**config.mk**
```make
export PLATFORM = sky130hd
export DESIGN_NAME = dense_keyed_table_with_random_pick_top
export DESIGN_NICKNAME = d
export VERILOG_FILES = /design/src/rtl/dkt_pkg.sv /design/src/rtl/dkt_ram.sv /design/src/rtl/dense_keyed_table_with_random_pick_top.sv
export SDC_FILE = /design/constraint.sdc
export NUM_CORES = 2
export LEC_CHECK = 0
export ABC_CLOCK_PERIOD_IN_PS = 12000
export BUFFER_PORTS_ARGS = -buffer_cell sky130_fd_sc_hd__buf_2
export CORE_ASPECT_RATIO = 1.2
export CORE_MARGIN = 2
export CORE_UTILIZATION = 40
export CTS_BUF_LIST = sky130_fd_sc_hd__clkbuf_2
export DETAILED_ROUTE_END_ITERATION = 16
export PLACE_DENSITY = 0.54
export SLEW_MARGIN = 25
export SYNTH_ARGS = -nofsm -noshare
export SYNTH_HDL_FRONTEND = slang
export SYNTH_SLANG_ARGS = --single-unit
```
**constraint.sdc**
```tcl
create_clock -name clk -period 12 [get_ports clk]
set_clock_uncertainty 0.1 [all_clocks]
set_input_delay 2.4 -clock clk [delete_from_list [all_inputs] [get_ports clk]]
set_output_delay 2.4 -clock clk [all_outputs]
set_load 0.01 [all_outputs]
```
**src/rtl/dkt_pkg.sv**
```systemverilog
// ----------------------------------------------------------------------------
// dkt_pkg
// Shared types and constants for the dense keyed table with random pick.
// ----------------------------------------------------------------------------
`default_nettype none

package dkt_pkg;

    localparam int CAPACITY   = 16;
    localparam int KEY_BITS   = 32;
    localparam int VALUE_BITS = 32;

    localparam int IDX_W  = (CAPACITY > 1) ? $clog2(CAPACITY) : 1;
    localparam int CNT_W  = $clog2(CAPACITY + 1);
    localparam int DRAW_W = 16;

    typedef logic [KEY_BITS-1:0]   key_t;
    typedef logic [VALUE_BITS-1:0] val_t;
    typedef logic [IDX_W-1:0]      idx_t;
    typedef logic [CNT_W-1:0]      cnt_t;

    localparam logic [1:0] MODE_FIND   = 2'd0;
    localparam logic [1:0] MODE_INSERT = 2'd1;
    localparam logic [1:0] MODE_REMOVE = 2'd2;
    localparam logic [1:0] MODE_PICK   = 2'd3;

    localparam logic [1:0] ST_OK        = 2'd0;
    localparam logic [1:0] ST_NOT_FOUND = 2'd1;
    localparam logic [1:0] ST_FULL      = 2'd2;
    localparam logic [1:0] ST_EMPTY     = 2'd3;

    typedef struct packed {
        logic [1:0]        mode;
        logic [31:0]       key;
        logic [31:0]       value;
        logic [DRAW_W-1:0] draw;
    } req_word_t;

    typedef struct packed {
        logic [1:0]  status;
        logic [31:0] value_out;
        logic [31:0] key_out;
        logic [4:0]  entries;
    } rsp_word_t;

endpackage

`default_nettype wire

```
**src/rtl/dkt_ram.sv**
```systemverilog
// ----------------------------------------------------------------------------
// dkt_ram
// Generic single-write, single-read RAM with a registered read port.
// ----------------------------------------------------------------------------
`default_nettype none

module dkt_ram #(
    parameter int WIDTH = 32,
    parameter int DEPTH = 16
) (
    input  wire logic                                    clk,
    input  wire logic                                    we,
    input  wire logic [((DEPTH > 1) ? $clog2(DEPTH) : 1)-1:0] waddr,
    input  wire logic [WIDTH-1:0]                        wdata,
    input  wire logic [((DEPTH > 1) ? $clog2(DEPTH) : 1)-1:0] raddr,
    output logic      [WIDTH-1:0]                        rdata
);

    logic [WIDTH-1:0] mem [DEPTH];

    always_ff @(posedge clk)
    begin
        if (we)
        begin
            mem[waddr] <= wdata;
        end
        rdata <= mem[raddr];
    end

endmodule

`default_nettype wire

```
**src/rtl/dense_keyed_table_with_random_pick_top.sv**
```systemverilog
// ----------------------------------------------------------------------------
// dense_keyed_table_with_random_pick_top
// Key/value table packed in slots 0..count-1 with find, insert, remove and
// random pick; keys are located by a linear scan of the key RAM.
//
//   channel  handshake             payload      role
//   req      req_valid/req_stall   req_word_t   operation in
//   rsp      rsp_valid/rsp_stall   rsp_word_t   one result per operation
//
// A scan reads one slot per cycle from the key and value RAMs, whose read
// ports are registered; find and remove scan, insert scans, may move the
// last entry into a freed slot and then appends, and pick reads one slot.
// One operation is in flight at a time; req is stalled until it finishes.
// rsp is registered, so a new word is taken while the last result waits.
// Reset clears the entry count; RAM contents are never cleared.
// ----------------------------------------------------------------------------
`default_nettype none

module dense_keyed_table_with_random_pick_top
    import dkt_pkg::*;
(
    input  wire logic      clk,
    input  wire logic      rst_n,
    input  wire logic      req_valid,
    output logic           req_stall,
    input  wire req_word_t req,
    output logic           rsp_valid,
    input  wire logic      rsp_stall,
    output rsp_word_t      rsp
);

    localparam logic [2:0] S_IDLE   = 3'd0;
    localparam logic [2:0] S_SCAN   = 3'd1;
    localparam logic [2:0] S_MOVE   = 3'd2;
    localparam logic [2:0] S_APPEND = 3'd3;
    localparam logic [2:0] S_PICK   = 3'd4;
    localparam logic [2:0] S_DONE   = 3'd5;

    logic [2:0]  state_reg, state_next;
    cnt_t        cnt_reg, cnt_next;
    idx_t        cmp_idx_reg, cmp_idx_next;
    idx_t        slot_reg, slot_next;
    logic [1:0]  mode_reg, mode_next;
    key_t        key_reg, key_next;
    val_t        val_reg, val_next;
    logic [1:0]  status_reg, status_next;
    logic [31:0] vout_reg, vout_next;
    logic [31:0] kout_reg, kout_next;
    rsp_word_t   rsp_reg, rsp_next;
    logic        rsp_valid_reg, rsp_valid_next;

    // RAM ports
    idx_t rd_addr;
    idx_t wr_addr;
    logic wr_en;
    key_t wr_key;
    val_t wr_val;
    key_t key_rd;
    val_t val_rd;

    dkt_ram #(.WIDTH(KEY_BITS), .DEPTH(CAPACITY)) u_key_ram (
        .clk   (clk),
        .we    (wr_en),
        .waddr (wr_addr),
        .wdata (wr_key),
        .raddr (rd_addr),
        .rdata (key_rd)
    );

    dkt_ram #(.WIDTH(VALUE_BITS), .DEPTH(CAPACITY)) u_val_ram (
        .clk   (clk),
        .we    (wr_en),
        .waddr (wr_addr),
        .wdata (wr_val),
        .raddr (rd_addr),
        .rdata (val_rd)
    );

    // pick slot = (draw * count) >> 16
    logic [DRAW_W+CNT_W-1:0] pick_prod;
    cnt_t                    pick_q;
    idx_t                    pick_slot;
    idx_t                    last_idx;
    logic                    hit;
    logic                    drops;

    assign pick_prod = (DRAW_W + CNT_W)'(req.draw) * (DRAW_W + CNT_W)'(cnt_reg);
    assign pick_q    = pick_prod[DRAW_W+CNT_W-1:DRAW_W];
    assign pick_slot = (pick_q >= cnt_t'(CAPACITY)) ? idx_t'(CAPACITY - 1)
                                                    : pick_q[IDX_W-1:0];
    assign last_idx  = idx_t'(cnt_reg - cnt_t'(1));
    assign hit       = (key_rd == key_reg);
    assign drops     = (mode_reg == MODE_INSERT) || (mode_reg == MODE_REMOVE);

    assign req_stall = (state_reg != S_IDLE);
    assign rsp_valid = rsp_valid_reg;
    assign rsp       = rsp_reg;

    always_comb
    begin
        state_next     = state_reg;
        cnt_next       = cnt_reg;
        cmp_idx_next   = cmp_idx_reg;
        slot_next      = slot_reg;
        mode_next      = mode_reg;
        key_next       = key_reg;
        val_next       = val_reg;
        status_next    = status_reg;
        vout_next      = vout_reg;
        kout_next      = kout_reg;
        rsp_next       = rsp_reg;
        rsp_valid_next = rsp_valid_reg && rsp_stall;
        rd_addr        = cmp_idx_reg;
        wr_en          = 1'b0;
        wr_addr        = slot_reg;
        wr_key         = key_rd;
        wr_val         = val_rd;

        case (state_reg)
            S_IDLE:
            begin
                if (req_valid)
                begin
                    mode_next    = req.mode;
                    key_next     = key_t'(req.key);
                    val_next     = val_t'(req.value);
                    status_next  = ST_OK;
                    vout_next    = '0;
                    kout_next    = '0;
                    cmp_idx_next = '0;
                    rd_addr      = '0;
                    if (req.mode == MODE_PICK)
                    begin
                        if (cnt_reg == '0)
                        begin
                            status_next = ST_EMPTY;
                            state_next  = S_DONE;
                        end
                        else
                        begin
                            rd_addr    = pick_slot;
                            state_next = S_PICK;
                        end
                    end
                    else if (cnt_reg == '0)
                    begin
                        // empty table: nothing to scan
                        if (req.mode == MODE_INSERT)
                        begin
                            state_next = S_APPEND;
                        end
                        else
                        begin
                            status_next = ST_NOT_FOUND;
                            state_next  = S_DONE;
                        end
                    end
                    else
                    begin
                        state_next = S_SCAN;
                    end
                end
            end

            S_SCAN:
            begin
                if (hit)
                begin
                    slot_next = cmp_idx_reg;
                    if (!drops)
                    begin
                        vout_next  = 32'(val_rd);
                        state_next = S_DONE;
                    end
                    else if (cmp_idx_reg == last_idx)
                    begin
                        // last slot: just shrink
                        cnt_next   = cnt_reg - cnt_t'(1);
                        state_next = (mode_reg == MODE_INSERT) ? S_APPEND : S_DONE;
                    end
                    else
                    begin
                        rd_addr    = last_idx;
                        state_next = S_MOVE;
                    end
                end
                else if (cmp_idx_reg == last_idx)
                begin
                    if (mode_reg == MODE_INSERT)
                    begin
                        state_next = S_APPEND;
                    end
                    else
                    begin
                        status_next = ST_NOT_FOUND;
                        state_next  = S_DONE;
                    end
                end
                else
                begin
                    cmp_idx_next = cmp_idx_reg + idx_t'(1);
                    rd_addr      = cmp_idx_reg + idx_t'(1);
                end
            end

            S_MOVE:
            begin
                // fill the freed slot with the last entry
                wr_en      = 1'b1;
                wr_addr    = slot_reg;
                wr_key     = key_rd;
                wr_val     = val_rd;
                cnt_next   = cnt_reg - cnt_t'(1);
                state_next = (mode_reg == MODE_INSERT) ? S_APPEND : S_DONE;
            end

            S_APPEND:
            begin
                if (cnt_reg >= cnt_t'(CAPACITY))
                begin
                    status_next = ST_FULL;
                end
                else
                begin
                    wr_en    = 1'b1;
                    wr_addr  = cnt_reg[IDX_W-1:0];
                    wr_key   = key_reg;
                    wr_val   = val_reg;
                    cnt_next = cnt_reg + cnt_t'(1);
                end
                state_next = S_DONE;
            end

            S_PICK:
            begin
                kout_next  = 32'(key_rd);
                state_next = S_DONE;
            end

            S_DONE:
            begin
                // hold until the output register is free
                if (!rsp_valid_reg || !rsp_stall)
                begin
                    rsp_next.status    = status_reg;
                    rsp_next.value_out = vout_reg;
                    rsp_next.key_out   = kout_reg;
                    rsp_next.entries   = 5'(cnt_reg);
                    rsp_valid_next     = 1'b1;
                    state_next         = S_IDLE;
                end
            end

            default:
            begin
                state_next = S_IDLE;
            end
        endcase
    end

    always_ff @(posedge clk or negedge rst_n)
    begin
        if (!rst_n)
        begin
            state_reg     <= S_IDLE;
            cnt_reg       <= '0;
            rsp_valid_reg <= 1'b0;
        end
        else
        begin
            state_reg     <= state_next;
            cnt_reg       <= cnt_next;
            rsp_valid_reg <= rsp_valid_next;
        end
    end

    always_ff @(posedge clk)
    begin
        cmp_idx_reg <= cmp_idx_next;
        slot_reg    <= slot_next;
        mode_reg    <= mode_next;
        key_reg     <= key_next;
        val_reg     <= val_next;
        status_reg  <= status_next;
        vout_reg    <= vout_next;
        kout_reg    <= kout_next;
        rsp_reg     <= rsp_next;
    end

endmodule

`default_nettype wire

```
==> results.yml <==
clocking:
  cts_tree: "yes"
  clk_pin_slew_worst_paths_ps: 90
  numCtsBuffers: 347
  insertion_delay_ps: 1600
  h-tree-depth: 5
  hold_buffers: 0
  cts_setup_buffers: 0
  cts-resized-gates: 0
  clock-sinks: 1308
  cts_max_path_buffers: 4
  root_buffer: "clkbuf_2"
timing:
  timing.final.ws_setup_ps: 4080
  period_share_pct: 66.0
  worst_pin_slew_ps: 1080
  fin_crit_ps: 7920
  max_slew_margin_pct: 27.9
  setup_viol: 0
  fin_tns_setup_ps: 0
  timing.fmax_mhz: 126
  rsz0062_at_grt: "no"
  fin_hold_ws_ps: 292
  final-max-slew-violation-count: 0
  hold_viol: 0
grt:
  grt_first_pass_wirelength_um: 191000
  grt_overflow: 0
  grt_pass1_vias: 30300
  grt_max_degree: 182
  grt_antenna_before_repair: 4
  track_usage_pct: 19.1
power:
  p_leak_uw: 0.0217
  finalPower_uw: 17600
  ir_drop_mv: 0.426
  pwr_density_cell_nw_per_um2: 299
synthesis:
  syn-cell-area_um2: 53000
  ys_ff_latch: 1308
  ys_types: 64
  seq_area_frac_synth_pct: 72.9
  synth_edf_count: 1235
  synth_flop_cell: "edfxtp_1"
  async_flop_share_pct: 0.688
  synth.avg_cell_area_um2: 16.3
  synthCells: 3242
  yosysWarnings: 0
  synth_nets: 3401
critical_path:
  endpoint_kind: "flip-flop"
  cp.arrival_ps: 9250
  setup.worst_path.class: "flip-flop to flip-flop"
  critPathMaxFanout: 130
  cp_data_required_time_ps: 13330
  start_kind: "flip-flop"
detailed_routing:
  drc_errors: 0
  drt-total-wl_um: 130000
  vias: 29100
  via_per_inst: 5.14
  ant_nets: 0
  drt_iter0_drc: 1949
  post_drt_wl_per_cell_um: 22.9
  first_pass_iters: 5
final_layout:
  n_fill_cell: 11900
  drive_gt1_share_pct: 25.3
  fin_nets: 3792
  syn2layout_area_growth_pct: 11.4
outcome:
  status: "finished clean"
placement:
  gp_congestion: 0.760
  dpl.hpwl_um: 68100
  pre_cts_slack_ps: 2580
  portBuffers: 158
floorplan:
  num_rows: 146
  design.die.area_um2: 135000
  die_y_um: 403
  initial_utilization_pct: 40.2
  core_um2: 132000
  die-width_um: 336
  io_pins: 159
run:
  drv_cap: 0
min_path:
  holdCritPathClass: "flip-flop to flip-flop"
[worst paths after layout]
kind	from	endpoint	slack, ps	cells after the start
setup / recovery	cnt_reg[2]	u_key_ram.rdata[26]	4080	19
hold / removal	kout_reg[14]	rsp[19]	290	0
setup reg to reg	cnt_reg[2]	u_key_ram.rdata[26]	4080	19
hold reg to reg	kout_reg[14]	rsp[19]	290	0
max in group asynchronous	rst_n	cnt_reg[0]	10970	1
min in group asynchronous	rst_n	cnt_reg[2]	580	1
[metal layers]
layer	vias to the layer above	part of all wire (%)	GRT usage [%]
met4	0	2.1	6.97
met1	14800	44	25.5
li1	13300	-	-
met3	159	5.1	3.84
met5	-	0	0
met2	788	48	31.1
[cells in the mapped netlist (3+ instances only)]
cell	number	area [um2]
mux2i_1	387	3870
mux2_2	173	1950
buf_6	5	56.3
fa_1	41	821
o22ai_1	68	425
a211oi_1	4	30.0
o211ai_1	3	22.5
nor3_1	10	50.1
and2_1	54	338
o21ai_0	17	85.1
ha_1	32	400
dfxtp_1	64	1280
nand2_1	247	927
a221o_1	65	651
mux2_1	84	946
buf_1	6	22.5
edfxtp_1	1235	37100
nand3b_1	3	22.5
a22oi_1	3	22.5
nand2b_1	5	31.3
nand3_1	12	60.1
nand4_1	13	81.3
dfrtp_1	9	225
a31oi_1	9	56.3
nor2_1	160	601
inv_1	73	274
buf_4	7	52.6
a21oi_1	146	731
nor3b_1	6	45.0
and3_1	66	413
buf_2	59	295
xnor2_1	43	377
o21bai_1	5	37.5
clkbuf_1	93	349
[layout by cell type, fill, tap and decap left out, types with 41 or more instances in the layout]
cell type,synthesis,final
o22ai_1,68,68
mux2_1,84,84
dfxtp_1,64,64
buf_2,59,158
nand2_1,247,245
inv_1,73,72
buf_4,7,44
edfxtp_1,1235,1235
and3_1,66,65
a21oi_1,146,145
and2_1,54,54
a221o_1,65,65
clkinv_1,0,41
nor2_1,160,142
mux2i_1,387,387
fa_1,41,41
mux2_2,173,173
xnor2_1,43,43
clkbuf_2,0,547
[through the flow]
step	area, um2	cells	util (%)
final	59000	5660	44.8
after global routing	59000	5660	44.8
after CTS	59000	5659	44.8
after detailed placement	56000	5060	42.5
after global placement	55900	5058	42.4
after floorplan	53000	3242	-
[power breakdown]
part           internal, uW  switching, uW
registers              6080            266
clock network          1270           1750
logic                  3340           4930
[area by class of cell]
type	instances	area, um2	share of cell area, %
diodes	1	2.50	0.00424
clock buffers	547	2740	4.64
clock inverters	52	312	0.528
inverters	73	277	0.469
multi-input cells	1691	13500	23.0
flip-flops and latches	1308	38600	65.4
well taps	1776	2220	3.77
repair buffers	212	1330	2.25
[cells by family (layout without fill, tap and decap cells)]
kind of cell | Yosys count | after routing | share of synthesized area (%)
AOI/OAI and AO/OA | 339 | 339 | 4.20
xor gates and xnor gates | 46 | 46 | 0.815
adders and majority gates | 73 | 73 | 2.31
buffers and inverters | 243 | 884 | 1.98
DFF | 1308 | 1308 | 72.9
muxes | 644 | 644 | 12.8
other | 0 | 1 | 0
and+or+nand+nor | 589 | 589 | 5.05
[worst max-delay path, stage by stage (launching register included)]
cell	delay [ps]
dfrtp_1	930
and2_1	270
fa_1	420
fa_1	490
inv_1	50
fa_1	470
inv_1	50
ha_1	290
a21oi_1	60
o21ai_0	220
a221oi_1	120
o311ai_0	680
a31oi_1	210
xnor2_1	200
a211oi_4	290
buf_12	670
inv_1	180
nor2_4	860
buf_4	770
a221o_1	270
No activity file was read; power rests on OpenSTA's default activity.
